`src/hw/rtl/assert_macros.svh`:
```
// Assertion macros for the RTL files of the preamble inserter.
`ifndef ASSERT_MACROS_SVH
`define ASSERT_MACROS_SVH

// A condition that must hold at every clock edge outside reset.
`define OPI_ASSERT(name, cond) \
    name: assert property (@(posedge clk) disable iff (!rst_n) (cond)) \
        else $error("opi assertion failed: name");

// A condition that must hold in the cycle after the trigger.
`define OPI_ASSERT_NEXT(name, trig, cond) \
    name: assert property (@(posedge clk) disable iff (!rst_n) (trig) |=> (cond)) \
        else $error("opi assertion failed: name");

`endif

```
`src/hw/rtl/opi_pkg.sv`:
```
// Package with the types and constants of the preamble inserter.
`default_nettype none

package opi_pkg;

    // Sequencer modes.
    typedef enum logic [1:0] {
        MODE_WAIT = 2'd0,
        MODE_PRE  = 2'd1,
        MODE_DATA = 2'd2
    } mode_t;

    // Configuration register indexes.
    localparam int CFG_IDX_W = 3;
    localparam logic [CFG_IDX_W-1:0] CFG_NUM_SUB    = 3'd0;
    localparam logic [CFG_IDX_W-1:0] CFG_REPEAT     = 3'd1;
    localparam logic [CFG_IDX_W-1:0] CFG_FRAME      = 3'd2;
    localparam logic [CFG_IDX_W-1:0] CFG_PILOT_MASK = 3'd3;
    localparam logic [CFG_IDX_W-1:0] CFG_SIGN_MASK  = 3'd4;
    localparam logic [CFG_IDX_W-1:0] CFG_AMPLITUDE  = 3'd5;

    localparam int CFG_DATA_W = 64;
    localparam int NSUB_W     = 7;
    localparam int REP_W      = 5;
    localparam int REP_IDX_W  = 4;
    localparam int FRAME_W    = 16;
    localparam int AMP_W      = 15;
    localparam int MAX_REPEAT = 16;

    // Effective scalar settings, already clamped to their legal ranges.
    typedef struct packed {
        logic [NSUB_W-1:0]  num_sub;
        logic [REP_W-1:0]   rep_count;
        logic [FRAME_W-1:0] frame_len;
        logic [AMP_W-1:0]   amp;
    } cfg_t;

endpackage

`default_nettype wire

```
`src/hw/rtl/opi_cfg_regs.sv`:
```
// Configuration registers of the preamble inserter, stored already clamped.
`default_nettype none

module opi_cfg_regs #(
    parameter int MAX_SUBCARRIERS = 64
) (
    input  wire logic                                clk,
    input  wire logic                                rst_n,
    input  wire logic                                cfg_we,
    input  wire logic [opi_pkg::CFG_IDX_W-1:0]       cfg_index,
    input  wire logic [opi_pkg::CFG_DATA_W-1:0]      cfg_data,
    output opi_pkg::cfg_t                            cfg,
    output logic [MAX_SUBCARRIERS-1:0]               pilot_mask,
    output logic [MAX_SUBCARRIERS-1:0]               sign_mask
);

    localparam logic [opi_pkg::NSUB_W-1:0] NSUB_MAX = opi_pkg::NSUB_W'(MAX_SUBCARRIERS);
    localparam logic [opi_pkg::NSUB_W-1:0] NSUB_RESET =
        (MAX_SUBCARRIERS < 64) ? opi_pkg::NSUB_W'(MAX_SUBCARRIERS) : opi_pkg::NSUB_W'(64);
    localparam logic [opi_pkg::REP_W-1:0] REP_MAX = opi_pkg::REP_W'(opi_pkg::MAX_REPEAT);

    opi_pkg::cfg_t                cfg_reg;
    logic [MAX_SUBCARRIERS-1:0]   pilot_mask_reg;
    logic [MAX_SUBCARRIERS-1:0]   sign_mask_reg;

    logic [opi_pkg::NSUB_W-1:0]   nsub_wr;
    logic [opi_pkg::REP_W-1:0]    rep_wr;
    logic [opi_pkg::FRAME_W-1:0]  frame_wr;

    // Clamp the written values so the sequencer sees legal settings only.
    always_comb
    begin
        nsub_wr = cfg_data[opi_pkg::NSUB_W-1:0];
        if (nsub_wr == '0)
        begin
            nsub_wr = opi_pkg::NSUB_W'(1);
        end
        else if (nsub_wr > NSUB_MAX)
        begin
            nsub_wr = NSUB_MAX;
        end

        rep_wr = cfg_data[opi_pkg::REP_W-1:0];
        if (rep_wr == '0)
        begin
            rep_wr = opi_pkg::REP_W'(1);
        end
        else if (rep_wr > REP_MAX)
        begin
            rep_wr = REP_MAX;
        end

        frame_wr = cfg_data[opi_pkg::FRAME_W-1:0];
        if (frame_wr == '0)
        begin
            frame_wr = opi_pkg::FRAME_W'(1);
        end
    end

    // Register writes; indexes beyond the list are ignored.
    always_ff @(posedge clk or negedge rst_n)
    begin
        if (!rst_n)
        begin
            cfg_reg.num_sub   <= NSUB_RESET;
            cfg_reg.rep_count <= opi_pkg::REP_W'(1);
            cfg_reg.frame_len <= opi_pkg::FRAME_W'(480);
            cfg_reg.amp       <= opi_pkg::AMP_W'(8192);
            pilot_mask_reg    <= '0;
            sign_mask_reg     <= '0;
        end
        else if (cfg_we)
        begin
            case (cfg_index)
                opi_pkg::CFG_NUM_SUB:    cfg_reg.num_sub   <= nsub_wr;
                opi_pkg::CFG_REPEAT:     cfg_reg.rep_count <= rep_wr;
                opi_pkg::CFG_FRAME:      cfg_reg.frame_len <= frame_wr;
                opi_pkg::CFG_PILOT_MASK: pilot_mask_reg    <= cfg_data[MAX_SUBCARRIERS-1:0];
                opi_pkg::CFG_SIGN_MASK:  sign_mask_reg     <= cfg_data[MAX_SUBCARRIERS-1:0];
                opi_pkg::CFG_AMPLITUDE:  cfg_reg.amp       <= cfg_data[opi_pkg::AMP_W-1:0];
                default:                 ;
            endcase
        end
    end

    assign cfg        = cfg_reg;
    assign pilot_mask = pilot_mask_reg;
    assign sign_mask  = sign_mask_reg;

endmodule

`default_nettype wire

```
`src/hw/rtl/ofdm_preamble_inserter.sv`:
```
// The result item of an accepted tick is in the output register in the following cycle.
// One tick per cycle while tick_stall is low; the mode sequencer updates on every accepted tick.
// Ticks are stalled only while the output register holds an item that is stalled.
// Reset (rst_n, asynchronous, active low) returns to waiting with all counters
// cleared and the configuration registers at their default values.
`default_nettype none
`include "assert_macros.svh"

module ofdm_preamble_inserter #(
    parameter int MAX_SUBCARRIERS = 64,
    parameter int SAMPLE_WIDTH    = 16
) (
    input  wire logic                               clk,
    input  wire logic                               rst_n,
    // Configuration write port.
    input  wire logic                               cfg_we,
    input  wire logic [opi_pkg::CFG_IDX_W-1:0]      cfg_index,
    input  wire logic [opi_pkg::CFG_DATA_W-1:0]     cfg_data,
    // Tick channel.
    input  wire logic                               tick_valid,
    output logic                                    tick_stall,
    input  wire logic                               sample_present,
    input  wire logic                               second_present,
    input  wire logic signed [SAMPLE_WIDTH-1:0]     sample_real,
    input  wire logic signed [SAMPLE_WIDTH-1:0]     sample_imag,
    // Result channel.
    output logic                                    result_valid,
    input  wire logic                               result_stall,
    output logic                                    out_valid,
    output logic signed [SAMPLE_WIDTH-1:0]          out_real,
    output logic signed [SAMPLE_WIDTH-1:0]          out_imag,
    output logic                                    sample_taken,
    output logic                                    in_preamble
);

    localparam int TONE_W = $clog2(MAX_SUBCARRIERS);
    localparam int WIDE_W = 32;

    opi_pkg::cfg_t                 cfg;
    logic [MAX_SUBCARRIERS-1:0]    pilot_mask;
    logic [MAX_SUBCARRIERS-1:0]    sign_mask;

    opi_pkg::mode_t                mode_reg, mode_next;
    logic [TONE_W-1:0]             tone_reg, tone_next;
    logic [opi_pkg::REP_IDX_W-1:0] rep_reg, rep_next;
    logic [opi_pkg::FRAME_W-1:0]   count_reg, count_next;

    logic                          result_valid_reg;
    logic                          out_valid_reg, out_valid_next;
    logic [SAMPLE_WIDTH-1:0]       out_real_reg, out_real_next;
    logic [SAMPLE_WIDTH-1:0]       out_imag_reg, out_imag_next;
    logic                          taken_reg, taken_next;
    logic                          pre_reg, pre_next;

    logic                          tick_fire;
    logic [opi_pkg::NSUB_W-1:0]    tone_plus;
    logic [opi_pkg::REP_W-1:0]     rep_plus;
    logic [opi_pkg::FRAME_W-1:0]   count_plus;
    logic [WIDE_W-1:0]             amp_ext;
    logic [WIDE_W-1:0]             tone_val;

    opi_cfg_regs #(
        .MAX_SUBCARRIERS (MAX_SUBCARRIERS)
    ) u_cfg (
        .clk        (clk),
        .rst_n      (rst_n),
        .cfg_we     (cfg_we),
        .cfg_index  (cfg_index),
        .cfg_data   (cfg_data),
        .cfg        (cfg),
        .pilot_mask (pilot_mask),
        .sign_mask  (sign_mask)
    );

    // A tick is taken unless a finished item is waiting on a stalled output.
    assign tick_stall = result_valid_reg && result_stall;
    assign tick_fire  = tick_valid && !tick_stall;

    assign tone_plus  = opi_pkg::NSUB_W'(tone_reg) + opi_pkg::NSUB_W'(1);
    assign rep_plus   = opi_pkg::REP_W'(rep_reg) + opi_pkg::REP_W'(1);
    assign count_plus = count_reg + opi_pkg::FRAME_W'(1);

    // Preamble tone value: the pilot amplitude, negated where the sign bit is set.
    assign amp_ext  = WIDE_W'(cfg.amp);
    assign tone_val = sign_mask[tone_reg] ? (WIDE_W'(0) - amp_ext) : amp_ext;

    // Mode sequencer and result formation for one tick.
    always_comb
    begin
        mode_next      = mode_reg;
        tone_next      = tone_reg;
        rep_next       = rep_reg;
        count_next     = count_reg;
        out_valid_next = 1'b0;
        out_real_next  = '0;
        out_imag_next  = '0;
        taken_next     = 1'b0;
        pre_next       = 1'b0;

        case (mode_reg)
            opi_pkg::MODE_PRE:
            begin
                out_valid_next = 1'b1;
                pre_next       = 1'b1;
                if (pilot_mask[tone_reg])
                begin
                    out_real_next = tone_val[SAMPLE_WIDTH-1:0];
                end
                if (tone_plus >= cfg.num_sub)
                begin
                    tone_next = '0;
                    if (rep_plus >= cfg.rep_count)
                    begin
                        rep_next   = '0;
                        count_next = '0;
                        mode_next  = opi_pkg::MODE_DATA;
                    end
                    else
                    begin
                        rep_next = rep_plus[opi_pkg::REP_IDX_W-1:0];
                    end
                end
                else
                begin
                    tone_next = tone_plus[TONE_W-1:0];
                end
            end
            opi_pkg::MODE_DATA:
            begin
                if (sample_present)
                begin
                    out_valid_next = 1'b1;
                    taken_next     = 1'b1;
                    out_real_next  = sample_real;
                    out_imag_next  = sample_imag;
                    count_next     = count_plus;
                    if (count_plus >= cfg.frame_len)
                    begin
                        count_next = '0;
                        tone_next  = '0;
                        rep_next   = '0;
                        mode_next  = second_present ? opi_pkg::MODE_PRE : opi_pkg::MODE_WAIT;
                    end
                end
            end
            default:
            begin
                // Waiting, and the unused code, wait for the first sample.
                mode_next = opi_pkg::MODE_WAIT;
                if (sample_present)
                begin
                    tone_next = '0;
                    rep_next  = '0;
                    mode_next = opi_pkg::MODE_PRE;
                end
            end
        endcase
    end

    // Sequencer state and result handshake.
    always_ff @(posedge clk or negedge rst_n)
    begin
        if (!rst_n)
        begin
            mode_reg         <= opi_pkg::MODE_WAIT;
            tone_reg         <= '0;
            rep_reg          <= '0;
            count_reg        <= '0;
            result_valid_reg <= 1'b0;
        end
        else
        begin
            if (tick_fire)
            begin
                mode_reg  <= mode_next;
                tone_reg  <= tone_next;
                rep_reg   <= rep_next;
                count_reg <= count_next;
            end
            if (tick_fire)
            begin
                result_valid_reg <= 1'b1;
            end
            else if (!result_stall)
            begin
                result_valid_reg <= 1'b0;
            end
        end
    end

    // Result payload register.
    always_ff @(posedge clk)
    begin
        if (tick_fire)
        begin
            out_valid_reg <= out_valid_next;
            out_real_reg  <= out_real_next;
            out_imag_reg  <= out_imag_next;
            taken_reg     <= taken_next;
            pre_reg       <= pre_next;
        end
    end

    assign result_valid = result_valid_reg;
    assign out_valid    = out_valid_reg;
    assign out_real     = out_real_reg;
    assign out_imag     = out_imag_reg;
    assign sample_taken = taken_reg;
    assign in_preamble  = pre_reg;

    // A preamble tone is always emitted and carries no imaginary part.
    `OPI_ASSERT(a_pre_tone, !(result_valid_reg && pre_reg) || (out_valid_reg && out_imag_reg == '0))
    // A sample is popped exactly when a data sample is emitted.
    `OPI_ASSERT(a_taken_data, !result_valid_reg || (taken_reg == (out_valid_reg && !pre_reg)))
    // A tick taken while waiting emits nothing.
    `OPI_ASSERT_NEXT(a_wait_silent, tick_fire && mode_reg == opi_pkg::MODE_WAIT, !out_valid_reg)

endmodule

`default_nettype wire

```
`config.mk`:
```
export PLATFORM = sky130hd
export DESIGN_NAME = ofdm_preamble_inserter
export DESIGN_NICKNAME = d
export VERILOG_FILES = /design/src/hw/rtl/opi_pkg.sv /design/src/hw/rtl/opi_cfg_regs.sv /design/src/hw/rtl/ofdm_preamble_inserter.sv
export VERILOG_INCLUDE_DIRS = /design/src /design/src/hw/rtl
export SDC_FILE = /design/constraint.sdc
export NUM_CORES = 1
export LEC_CHECK = 0
export BUFFER_PORTS_ARGS = -buffer_cell sky130_fd_sc_hd__buf_4
export CORE_MARGIN = 10
export CORE_UTILIZATION = 63
export CTS_CLUSTER_SIZE = 40
export DETAILED_ROUTE_END_ITERATION = 10
export MAX_ROUTING_LAYER = met4
export PLACE_DENSITY = 0.86
export SLEW_MARGIN = 20
export SYNTH_ARGS = -nofsm -noshare
export SYNTH_HDL_FRONTEND = slang
export SYNTH_SLANG_ARGS = --single-unit
export TNS_END_PERCENT = 10
```
`constraint.sdc`:
```
create_clock -name clk -period 7.3 [get_ports clk]
set_input_delay 1.095 -clock clk [delete_from_list [all_inputs] [get_ports clk]]
set_output_delay 1.095 -clock clk [all_outputs]
set_load 0.02 [all_outputs]
```
# Word level (Yosys, flattened, before mapping)
# Index checks and enable logic that the tools add are counted.
[word_totals] register_bits=235 input_bits=106
[op_classes] n_addsub=4 magnitude_cmp=6 eq_ne=12 n_mux=41 n_reduce_logical=20
[op_table] cell="16-bit 2-to-1 mux" n=8
[op_table] cell="16-bit case mux with 2 select lines" n=2
[op_table] cell="6-bit 2-to-1 mux" n=4
[op_table] cell="4-bit 2-to-1 mux" n=5
[op_table] cell="16-bit by 1-bit adder with 16-bit output, second input constant" n=1
[op_table] cell="16-bit greater-or-equal comparator" n=1
[op_table] cell="16-bit logical NOT" n=1
[op_table] cell="1-bit by 15-bit subtractor with 16-bit output, first input constant" n=1
[op_table] cell="5-bit AND reduction" n=3
[op_table] cell="7-bit 2-to-1 mux" n=2
[op_table] cell="2-bit AND reduction" n=7
[op_table] cell="1-bit binary-select mux with 6-bit select" n=2
[op_table] cell="6-bit case mux with 2 select lines" n=1
[op_table] cell="5-bit 2-to-1 mux" n=2
[op_table] cell="1-bit 2-to-1 mux" n=8
[op_table] cell="2-bit 2-to-1 mux" n=4
[op_table] cell="2-bit != test, second input constant" n=4
[op_table] cell="4-bit case mux with 2 select lines" n=1
[op_table] cell="6-bit by 1-bit adder with 7-bit output, second input constant" n=1
[op_table] cell="7-bit greater-or-equal comparator" n=1
[op_table] cell="7-bit greater-than comparator, second input constant" n=1
[op_table] cell="7-bit logical NOT" n=1
[op_table] cell="6-bit by 7-bit less-than comparator with 1-bit output, second input constant" n=1
[op_table] cell="3-bit by 2-bit equality test with 1-bit output, second input constant" n=2
[op_table] cell="16 further kinds" n=19

# Depth between registers and ports, before layout
# Gate-level depths: netlist of the first run.
[depth] ltp_word=5 mapped_depth=17 depth_no_buf=15

# By module
# Synthesis of the first run repeated with hierarchy kept, for this count alone.
[hier_totals] cells_unflattened=928 area_unflattened_um2=12049.1
[modules_own_cells] module="opi_cfg_regs" n_inst=1 cells_per_inst=398 area_each_um2=6513.7 seq_area_each_um2=4287.9
[modules_own_cells] module="ofdm_preamble_inserter" n_inst=1 cells_per_inst=530 area_each_um2=5535.3 seq_area_each_um2=1776.7

# Worst setup path after synthesis of the first run
# Ideal clock, no wire load.
[synth_path] path_kind="input-to-reg" from="in result_stall" to="reg count_reg[7] (netlist name)" arrival_time_ns=4.646 slack_ns=2.589 stages=7 cell_sequence="and2_1 nor2b_1 o21ai_0 or4_1 nor2_1 clkbuf_1 a22o_1"
[synth_via] elab_chain_len=4
[synth_rtl] item="from (decl)" line="ofdm_preamble_inserter.sv:28" source="input wire logic result_stall,"
[synth_rtl] item="1-bit logical AND" line="ofdm_preamble_inserter.sv:76" source="assign tick_stall = result_valid_reg && result_stall;"
[synth_rtl] item="1-bit logical NOT" line="ofdm_preamble_inserter.sv:77" source="assign tick_fire = tick_valid && !tick_stall;"
[synth_rtl] item="1-bit logical AND" line="ofdm_preamble_inserter.sv:77"
[synth_rtl] item="named net tick_fire" line="ofdm_preamble_inserter.sv:55" source="logic tick_fire;"
[synth_rtl] item="5-bit AND reduction (no line)"
[synth_rtl] item="to (signal assigned)" line="ofdm_preamble_inserter.sv:178" source="count_reg <= count_next;"
[synth_rtl] item="to (decl)" line="ofdm_preamble_inserter.sv:46" source="logic [opi_pkg::FRAME_W-1:0] count_reg, count_next;"
# The timed path passes the listed nets, and every way through them passes these cells.
# A chain may end at the register's enable or synchronous reset.

# Final worst setup path of the first run
[layout_path] from="reg tone_reg[2]" to="reg count_reg[5] (netlist name)"
[layout_via] elab_chain_len=4
[layout_rtl] item="from (decl)" line="ofdm_preamble_inserter.sv:44" source="logic [TONE_W-1:0] tone_reg, tone_next;"
[layout_rtl] item="from (signal assigned)" line="ofdm_preamble_inserter.sv:176" source="tone_reg <= tone_next;"
[layout_rtl] item="6-bit by 1-bit adder with 7-bit output" line="ofdm_preamble_inserter.sv:79" source="assign tone_plus = opi_pkg::NSUB_W'(tone_reg) + opi_pkg::NSUB_W'(1);"
[layout_rtl] item="7-bit greater-or-equal comparator" line="ofdm_preamble_inserter.sv:109" source="if (tone_plus >= cfg.num_sub)"
[layout_rtl] item="2-bit != test (no line)"
[layout_rtl] item="5-bit AND reduction (no line)"
# Every way passes these cells.

==> reports/summary.txt, run 1 <==
Synthesized instance count - 920
# resized after CTS - 0
RSZ-0062 raised after global routing - no
Iteration-0 DRC Markers - 615
Setup ws final - 2840 ps
Setup CP Type - flip-flop to flip-flop
Post-synth EDFFs - 35
Slew margin rel. - 35.3%
Syn_nets - 1,060
Hold Path Depth - 2
Filler cell count - 1,175
Status - finished, final reports clean
Syn Area/Cell - 12.7 sq um
Congestion Overflow GR - 0
CTS tree - done
Top-area cell type share of the netlist area - 41.4%
Static leakage - 6.14 nW
Longest Clk Path Bufs - 3
Fraction of layout cells with a size suffix above 1 - 36.1%
Worst EP arrival - 4850 ps
Sequential cell area - 0.00606 sq mm
First-pass GRT wire length - 43,000 microns
Antenna diode count - 0
Total CTS buffers - 24
Finish-stage setup viols - 0
Placeable Area - 0.0181 sq mm
Most used cell, CP - nor2_1
FF+latch count, synth - 235
Reg2Reg Capture Point - count_reg[5]
Power Dens Cells - 298 mW/mm^2
Die extent in x - 156 microns
Syn Std Cell Area - 0.0117 sq mm
Drt wl/cell - 20.7 microns
Leading area contributor after synthesis - dfrtp_1
Worst skew pair latency - 520 ps
Yosys cell types - 63
Setup TNS - 0 ps
Port bufs - 142
Multi-input gate area - 0.00520 sq mm
H-tree depth - 1
Hold WC Path Type - flip-flop to flip-flop
GRT Total Usage - 22.3%
Required time of the critical path - 7700 ps
CP max FO - 25
Row count - 49
Hold Slack - 483 ps
Synth top area cells - dfrtp_1 41%, mux2_2 14%, edfxtp_1 9.0%
Setup bufs post-CTS - 0
Hold Fails Final Rpt - 0
Sequential fraction of the synthesis area - 51.9%
Vias in the first global route - 8,333
Clk root buf - clkbuf_16
Ys flop type - dfrtp_1
Max cap viols - 0
R2R Setup Slk - 2840 ps
CP max stage delay - 980 ps
# DRC - 0
YS warnings - 0
Largest net degree at the start of global routing - 118
Hold Path Origin - u_cfg.cfg[33]
Die Y-Extent - 156 microns
Post-layout nets - 1,189
Ports - 143
Dpl hpwl - 18,300 microns
Min Tclk post-route - 4460 ps
Slew @ Worst Pin - 970 ps
Critical path launch point - tone_reg[2]
Drt first pass iters - 5
Layout area overhead - 17.0%
R2R cell count - 11
Power, Total - 4.07 mW
Final Routed Wirelength - 26,800 microns
Initial antenna violation count - 0
ANT nets after route - 0
Finished Layout Cells - 1,296
CP endpoint kind - flip-flop
Layout Skew - 14.6 ps
Fin crit share - 61.0%
Delay-heaviest family, CP - simple AND/OR/NAND/NOR gates
Final slew viol count - 0
CP cell instances - nand3_1, nor2_1, xnor2_1, ha_1, a21oi_1, nor2b_1, a2111o_1, nor2_1, or4_1, nor2_1, a221o_1
Initial Utilization - 64.6%
CP Buf/Inv Count - 0
Max Clk Rate - 0.224 GHz
Max VDD drop - 0.228 mV
Worst R2R Start - tone_reg[2]
Pre-CTS setup slack - 2950 ps
# clock sinks - 235
Crit path launch type - flip-flop
Placed cells - 1,252
Post-synth ARST share - 85.1%
GP Congestion - 0.919
Vias per Instance - 6.00
CTS clock-pin slew for the worst setup and hold paths - 60 ps
CP max-delay cell - dfrtp_1
Post-CTS Hold Fix Bufs - 0
Die ar. - 0.0244 sq mm
DR vias - 7,776
Hold endpoint - u_cfg.cfg[33]
## worst max-delay path by stage
stage,endpoint,cells after the start
after floorplan,count_reg[7],7
after global placement,count_reg[5],11
after detailed placement,count_reg[5],11
after CTS,count_reg[5],11
after global routing,count_reg[2],10
final,count_reg[5],11
## synthesized netlist by cell type (all sizes together) (10+ instances only)
cell,number
nor4,10
nand2,64
a21oi,16
and3,27
clkbuf,34
mux2i,19
nand2b,15
a22o,12
nor2b,15
buf,13
xnor2,24
nand3,21
dfrtp,193
mux2,149
edfxtp,35
o21ai,52
nor3,11
inv,40
ha,34
nor2,41
mux4,29
## worst reg2reg max path, stage by stage, from the launching register on
cell,delay [ps]
dfrtp_1,980
nand3_1,340
nor2_1,200
xnor2_1,160
ha_1,270
a21oi_1,160
nor2b_1,70
a2111o_1,400
nor2_1,560
or4_1,500
nor2_1,340
a221o_1,360
## area by class of cell
class,count,area share (%)
tap,229,2.10
inverter,41,1.13
timing repair buffer,150,8.32
clock inverter,11,0.687
sequential,235,44.4
multi-input combinational,597,38.1
clock buffer,33,5.23
## where the power goes
group	internal, mW	switching (mW)	leakage (nW)	total (mW)
clock	0.721	0.512	0.407	1.23
combinational	0.559	0.533	2.94	1.09
sequential	1.59	0.159	2.80	1.75
## cells by family after synthesis
kind of cell | after synthesis | share of synthesized area [%]
AO/OA/AOI/OAI | 110 | 5.92
XOR/XNOR | 32 | 2.85
adder cells (fa/ha/maj) | 34 | 3.64
buffers and inverters | 88 | 3.62
flip-flops | 235 | 51.9
multiplexers | 197 | 22.2
AND/OR/NAND/NOR | 224 | 9.77
## layer usage
layer	GRT usage [%]	wire, microns
met5	-	0
met4	5.89	560
met3	4.60	1820
met2	36.9	13100
met1	27.5	11300
## per-stage QoR
stage | util (%) | cell area (sq um)
floorplan | - | 11700
global placement | 71.0 | 12800
detailed placement | 71.0 | 12800
CTS | 75.5 | 13700
global route | 75.5 | 13700
finish | 75.5 | 13700
## placed cells by master, fill, tap and decap left out, types with 9 or more instances in the layout
cell       count
a21oi_1       16
a22o_1        12
and3_1        27
buf_4        148
clkbuf_16     24
clkbuf_8       9
dfrtp_1      193
edfxtp_1      35
ha_1          34
inv_1         39
mux2_2       149
mux2i_1       18
mux4_1        17
mux4_2        12
nand2_1       64
nand2b_1      15
nand3_1       21
nor2_1        33
nor2b_1       14
nor3_1        11
nor4_1        10
o21ai_0       42
o21ai_1       10
xnor2_1       17
Power figures use the tool's default switching activity.
==> run 2, diff against run 1 <==
Settings changed: CORE_UTILIZATION 63 to 59, PLACE_DENSITY 0.86 to 0.81.
Clock period 7.3 ns to 4.5 ns, I/O delays scaled along.
==> run 2 against run 1 <==
Effect of this change: clock power rose by 73%; global-route usage decreased by 1.4 points; power up 66%; cell count grew 3.3%; non-clock buffer count increased by 9; sequential cell count unchanged; largest cell class unchanged; highest routed layer unchanged.
==> reports/summary.txt, run 2 (synthesized netlist as in run 1, its figures left out) <==
Status - finished, final reports clean (unchanged)
Reg2Reg Capture Point - mode_reg[0] (was count_reg[5])
Crit path launch type - flip-flop (unchanged)
Die ar. - 0.0258 sq mm (was 0.0244 sq mm)
CTS tree - done (unchanged)
DR vias - 7,783 (was 7,776)
Worst R2R Start - count_reg[0] (was tone_reg[2])
Setup ws final - 540 ps (was 2840 ps)
CP max stage delay - 600 ps (was 980 ps)
Placeable Area - 0.0195 sq mm (was 0.0181 sq mm)
Max Clk Rate - 0.253 GHz (was 0.224 GHz)
Post-CTS Hold Fix Bufs - 0 (unchanged)
Most used cell, CP - and3_1 (was nor2_1)
Antenna diode count - 0 (unchanged)
Comb power frac - 26.7% (was 26.8%)
Hold WC Path Type - input pin to asynchronous set/reset pin (was flip-flop to flip-flop)
Layout Skew - 13.6 ps (was 14.6 ps)
Ports - 143 (unchanged)
H-tree depth - 1 (unchanged)
CTS clock-pin slew for the worst setup and hold paths - 60 ps (about the same)
Initial antenna violation count - 0 (unchanged)
Final slew viol count - 0 (unchanged)
Fin util - 71.0% (was 75.5%)
Longest Clk Path Bufs - 3 (unchanged)
Dpl hpwl - 19,000 microns (was 18,300 microns)
Met1 usage - 26.7% (was 27.5%)
Iteration-0 DRC Markers - 591 (was 615)
Setup TNS - 0 ps (unchanged)
# DRC - 0 (unchanged)
Pre-CTS setup slack - 718 ps (was 2950 ps)
Total CTS buffers - 24 (unchanged)
Met2 Use GR - 34.0% (was 36.9%)
Worst skew pair latency - 520 ps (about the same)
First-pass GRT wire length - 43,300 microns (was 43,000 microns)
Setup CP Type - flip-flop to flip-flop (unchanged)
Final Routed Wirelength - 27,000 microns (was 26,800 microns)
R2R Setup Slk - 540 ps (was 2840 ps)
Port bufs - 142 (unchanged)
M3 GR Usage - 3.22% (was 4.60%)
Congestion Overflow GR - 0 (unchanged)
Most frequent cells in the layout - 193 x dfrtp_1, 157 x buf_4, 149 x mux2_2 (was 193 x dfrtp_1, 149 x mux2_2, 148 x buf_4)
P_int - 4.81 mW (was 2.87 mW)
Fin crit share - 88.0% (was 61.0%)
CP cell instances - ha_1, and3_1, and3_1, and3_1, nand3_1, xnor2_1, ha_1, nand2_1, nor2_1, nand2_1, o211ai_1, a31oi_1, o21ai_1, nor4b_1, mux2i_1 (was nand3_1, nor2_1, xnor2_1, ha_1, a21oi_1, nor2b_1, a2111o_1, nor2_1, or4_1, nor2_1, a221o_1)
Worst EP arrival - 4390 ps (was 4850 ps)
CP endpoint kind - flip-flop (unchanged)
Static leakage - 6.20 nW (was 6.14 nW)
Initial Utilization - 60.0% (was 64.6%)
# resized after CTS - 0 (unchanged)
Post-layout nets - 1,198 (was 1,189)
Die Y-Extent - 161 microns (was 156 microns)
Slew margin rel. - 31.2% (was 35.3%)
Fraction of layout cells with a size suffix above 1 - 36.4% (was 36.1%)
Layout area overhead - 18.3% (was 17.0%)
Drt wl/cell - 20.1 microns (was 20.7 microns)
Clock group share of total power - 31.5% (was 30.3%)
Required time of the critical path - 4930 ps (was 7700 ps)
Power Dens Cells - 488 mW/mm^2 (was 298 mW/mm^2)
Drt first pass iters - 5 (unchanged)
Setup bufs post-CTS - 0 (unchanged)
GP Congestion - 0.863 (was 0.919)
Global routing's busiest layer - met2 (unchanged)
Row count - 51 (was 49)
Vias in the first global route - 8,307 (was 8,333)
CP max FO - 8 (was 25)
R2R cell count - 15 (was 11)
ANT nets after route - 0 (unchanged)
Hold Fails Final Rpt - 0 (unchanged)
Most common cell after layout, fill and taps aside - dfrtp_1 (unchanged)
# clock sinks - 235 (unchanged)
Sequential Power Share - 41.8% (was 42.9%)
Die extent in x - 161 microns (was 156 microns)
Max VDD drop - 0.373 mV (was 0.228 mV)
Finish-stage setup viols - 0 (unchanged)
Slew @ Worst Pin - 1030 ps (was 970 ps)
RSZ-0062 raised after global routing - no (unchanged)
Min Tclk post-route - 3960 ps (was 4460 ps)
GRT Total Usage - 20.9% (was 22.3%)
Largest net degree at the start of global routing - 124 (was 118)
Clk root buf - clkbuf_16 (unchanged)
Sw Ratio - 28.7% (was 29.5%)
CP max-delay cell - nor4b_1 (was dfrtp_1)
Vias per Instance - 5.81 (was 6.00)
NetSw - 1.94 mW (was 1.20 mW)
Max cap viols - 0 (unchanged)
==> run 2: power groups by stage <==
stage                     sequential (mW)  clock (mW)  combinational [mW]
after global placement               2.83           0                1.73
after detailed placement             2.85           0                1.80
after CTS                            2.81        2.16                1.81
final                                2.82        2.13                1.80
after floorplan                      2.81           0                1.34
after global routing                 2.86        2.24                1.98
==> run 2: worst max-delay path: cells and delay by family, from the launching register on <==
kind,cells,cell delay [ps]
flip-flops,1,420
AO/OA/AOI/OAI,3,690
XOR/XNOR,1,190
adder cells (fa/ha/maj),2,540
AND/OR/NAND/NOR,8,1760
multiplexers,1,290
==> run 2: worst max-delay path by stage <==
stage	startpoint	to	slack (ps)	depth (start not counted)
floorplan	result_stall	count_reg[7]	210	7
global placement	count_reg[0]	mode_reg[0]	930	15
detailed placement	count_reg[0]	mode_reg[0]	720	15
CTS	count_reg[0]	mode_reg[0]	590	15
global route	count_reg[0]	mode_reg[0]	230	15
finish	count_reg[0]	mode_reg[0]	540	15
==> run 2: per-stage QoR <==
| stage | hold slack (ps) | total power, mW | cell area (sq um) | instances |
|---|---|---|---|---|
| floorplan | 379 | 4.15 | 11700 | 920 |
| CTS | 350 | 6.79 | 13800 | 1338 |
| global placement | 465 | 4.56 | 12900 | 1296 |
| finish | 254 | 6.74 | 13800 | 1339 |
| detailed placement | 477 | 4.65 | 12900 | 1296 |
| global route | 361 | 7.08 | 13800 | 1339 |
==> run 2: layout make-up <==
class / instances / area [sq um]
clock buffer: 34 / 734
clock inverter: 8 / 120
fill: 1323 / 5650
inverter: 41 / 154
multi-input combinational: 597 / 5200
sequential: 235 / 6060
tap: 265 / 332
timing repair buffer: 159 / 1200
==> run 2: metal layers <==
metal / wire (microns) / vias up
li1: - / 3610
met1: 11800 / 3870
met2: 13200 / 259
met3: 1350 / 44
met4: 632 / 0
met5: 0 / -
==> run 3, diff against run 2 <==
Settings changed: CORE_UTILIZATION 59 to 63, PLACE_DENSITY 0.81 to 0.86.
Clock period 4.5 ns to 4.95 ns, I/O delays scaled along.
==> run 3 against run 2 <==
Effect of this change: die area is 5.6% lower; sequential share of layout area up 0.27 points; power down 9.4%; register-to-register slack better by 350 ps; largest power group unchanged; cell count is 2.9% lower; non-clock buffer count decreased by 6; clock power shrank 10%; critical endpoint is now count_reg[0]; highest routed layer unchanged; count of clock-buffer cells in the layout is 1 higher.
==> reports/summary.txt, run 3 (synthesized netlist as in run 1, its figures left out) <==
Status - finished, final reports clean (unchanged)
Dpl hpwl - 18,800 microns (was 19,000 microns)
Ports - 143 (unchanged)
Most used cell, CP - nor2_1 (was and3_1)
Most common cell after layout, fill and taps aside - dfrtp_1 (unchanged)
Post-CTS Hold Fix Bufs - 0 (unchanged)
# DRC - 0 (unchanged)
Max cap viols - 0 (unchanged)
Comb power frac - 26.5% (was 26.7%)
Max VDD drop - 0.373 mV (about the same)
Sequential Power Share - 42.3% (was 41.8%)
Iteration-0 DRC Markers - 603 (was 591)
CP endpoint kind - flip-flop (unchanged)
Row count - 49 (was 51)
Most frequent cells in the layout - 193 x dfrtp_1, 151 x buf_4, 149 x mux2_2 (was 193 x dfrtp_1, 157 x buf_4, 149 x mux2_2)
RSZ-0062 raised after global routing - no (unchanged)
Sequential cell area - 0.00606 sq mm (unchanged)
CP max-delay cell - dfrtp_1 (was nor4b_1)
Worst skew pair latency - 520 ps (about the same)
Initial antenna violation count - 0 (unchanged)
Die Y-Extent - 156 microns (was 161 microns)
Hold Slack - 366 ps (was 254 ps)
Hold Fails Final Rpt - 0 (unchanged)
GRT Total Usage - 23.0% (was 20.9%)
Sw Ratio - 29.3% (was 28.7%)
Max Clk Rate - 0.246 GHz (was 0.253 GHz)
CTS clock-pin slew for the worst setup and hold paths - 60 ps (about the same)
Filler cell count - 1,111 (was 1,323)
CTS tree - done (unchanged)
P_int - 4.32 mW (was 4.81 mW)
Static leakage - 6.17 nW (was 6.20 nW)
Vias per Instance - 6.00 (was 5.81)
Antenna diode count - 0 (unchanged)
CP max stage delay - 740 ps (was 600 ps)
CP max FO - 15 (was 8)
Final Routed Wirelength - 27,100 microns (was 27,000 microns)
Crit path launch type - flip-flop (unchanged)
Largest net degree at the start of global routing - 109 (was 124)
Drt wl/cell - 20.9 microns (was 20.1 microns)
Layout Skew - 16.2 ps (was 13.6 ps)
Finish-stage setup viols - 0 (unchanged)
Initial Utilization - 64.6% (was 60.0%)
H-tree depth - 1 (unchanged)
Delay-heaviest family, CP - simple AND/OR/NAND/NOR gates (unchanged)
Placeable Area - 0.0181 sq mm (was 0.0195 sq mm)
CP Buf/Inv Count - 2 (was 0)
GP Congestion - 0.901 (was 0.863)
Layout area overhead - 17.6% (was 18.3%)
Fin crit share - 82.0% (was 88.0%)
Setup CP Type - flip-flop to flip-flop (unchanged)
R2R Setup Slk - 890 ps (was 540 ps)
Power, Total - 6.11 mW (was 6.74 mW)
CP cell instances - nand3_1, nor2_1, xnor2_1, ha_1, and3_1, and3b_1, nor2_1, buf_4, or4_1, nor2_1, buf_4, mux2_2 (was ha_1, and3_1, and3_1, and3_1, nand3_1, xnor2_1, ha_1, nand2_1, nor2_1, nand2_1, o211ai_1, a31oi_1, o21ai_1, nor4b_1, mux2i_1)
Final slew viol count - 0 (unchanged)
Die ar. - 0.0244 sq mm (was 0.0258 sq mm)
Slew @ Worst Pin - 989 ps (was 1030 ps)
Drt first pass iters - 5 (unchanged)
Port bufs - 142 (unchanged)
ANT nets after route - 0 (unchanged)
Die extent in x - 156 microns (was 161 microns)
# resized after CTS - 0 (unchanged)
Vias in the first global route - 8,275 (was 8,307)
Post-layout nets - 1,193 (was 1,198)
Clock group share of total power - 31.3% (was 31.5%)
Longest Clk Path Bufs - 3 (unchanged)
Slew margin rel. - 33.8% (was 31.2%)
# clock sinks - 235 (unchanged)
Setup TNS - 0 ps (unchanged)
Power Dens Cells - 445 mW/mm^2 (was 488 mW/mm^2)
DR vias - 7,806 (was 7,783)
Multi-input gate area - 0.00520 sq mm (unchanged)
Clk root buf - clkbuf_16 (unchanged)
Placed cells - 1,255 (was 1,296)
Hold WC Path Type - input pin to asynchronous set/reset pin (unchanged)
Finished Layout Cells - 1,300 (was 1,339)
Setup bufs post-CTS - 0 (unchanged)
Fin util - 75.9% (was 71.0%)
Worst EP arrival - 4510 ps (was 4390 ps)
Required time of the critical path - 5400 ps (was 4930 ps)
Total CTS buffers - 25 (was 24)
Fraction of layout cells with a size suffix above 1 - 36.0% (was 36.4%)
NetSw - 1.79 mW (was 1.94 mW)
Min Tclk post-route - 4060 ps (was 3960 ps)
First-pass GRT wire length - 44,200 microns (was 43,300 microns)
Congestion Overflow GR - 0 (unchanged)
## run 3: per-stage QoR
step / worst slack [ps] / instance area (sq um)
3_3_place_gp: 1210 / 12900
6_report: 892 / 13700
5_1_grt: 637 / 13700
4_1_cts: 973 / 13700
3_5_place_dp: 1060 / 12900
2_1_floorplan: 591 / 11700
## run 3: path summary, 6_finish.rpt
check / cells past startpoint / to / start
worst max-delay path: 12 / count_reg[0] / tone_reg[1]
worst min-delay path: 1 / mode_reg[0] / rst_n
worst max register to register: 12 / count_reg[0] / tone_reg[1]
worst min register to register: 2 / u_cfg.cfg[34] / u_cfg.cfg[34]
max in group asynchronous: 2 / u_cfg.sign_mask[31] / rst_n
min in group clk: 2 / result_valid / tick_valid
## run 3: layout make-up
class | instances | area share (%)
clock buffer | 35 | 5.35
inverter | 41 | 1.12
sequential | 235 | 44.2
multi-input combinational | 597 | 37.9
tap | 229 | 2.09
timing repair buffer | 153 | 8.50
clock inverter | 10 | 0.848
## run 3: routing by layer
| metal | up-vias | track usage, % | share of wire (%) |
|---|---|---|---|
| met1 | 3912 | 28.8 | 42 |
| met2 | 252 | 38.5 | 51 |
| li1 | 3604 | - | - |
| met4 | 0 | 5.62 | 1.8 |
| met3 | 38 | 3.72 | 5.5 |
| met5 | - | - | 0 |
## run 3: power by group through the flow
| stage | Combinational [mW] | Sequential (mW) | Clock, mW |
|---|---|---|---|
| detailed placement | 1.61 | 2.61 | 0 |
| CTS | 1.63 | 2.58 | 1.94 |
| global route | 1.77 | 2.63 | 2.01 |
| finish | 1.62 | 2.58 | 1.91 |
| global placement | 1.55 | 2.58 | 0 |
| floorplan | 1.22 | 2.55 | 0 |
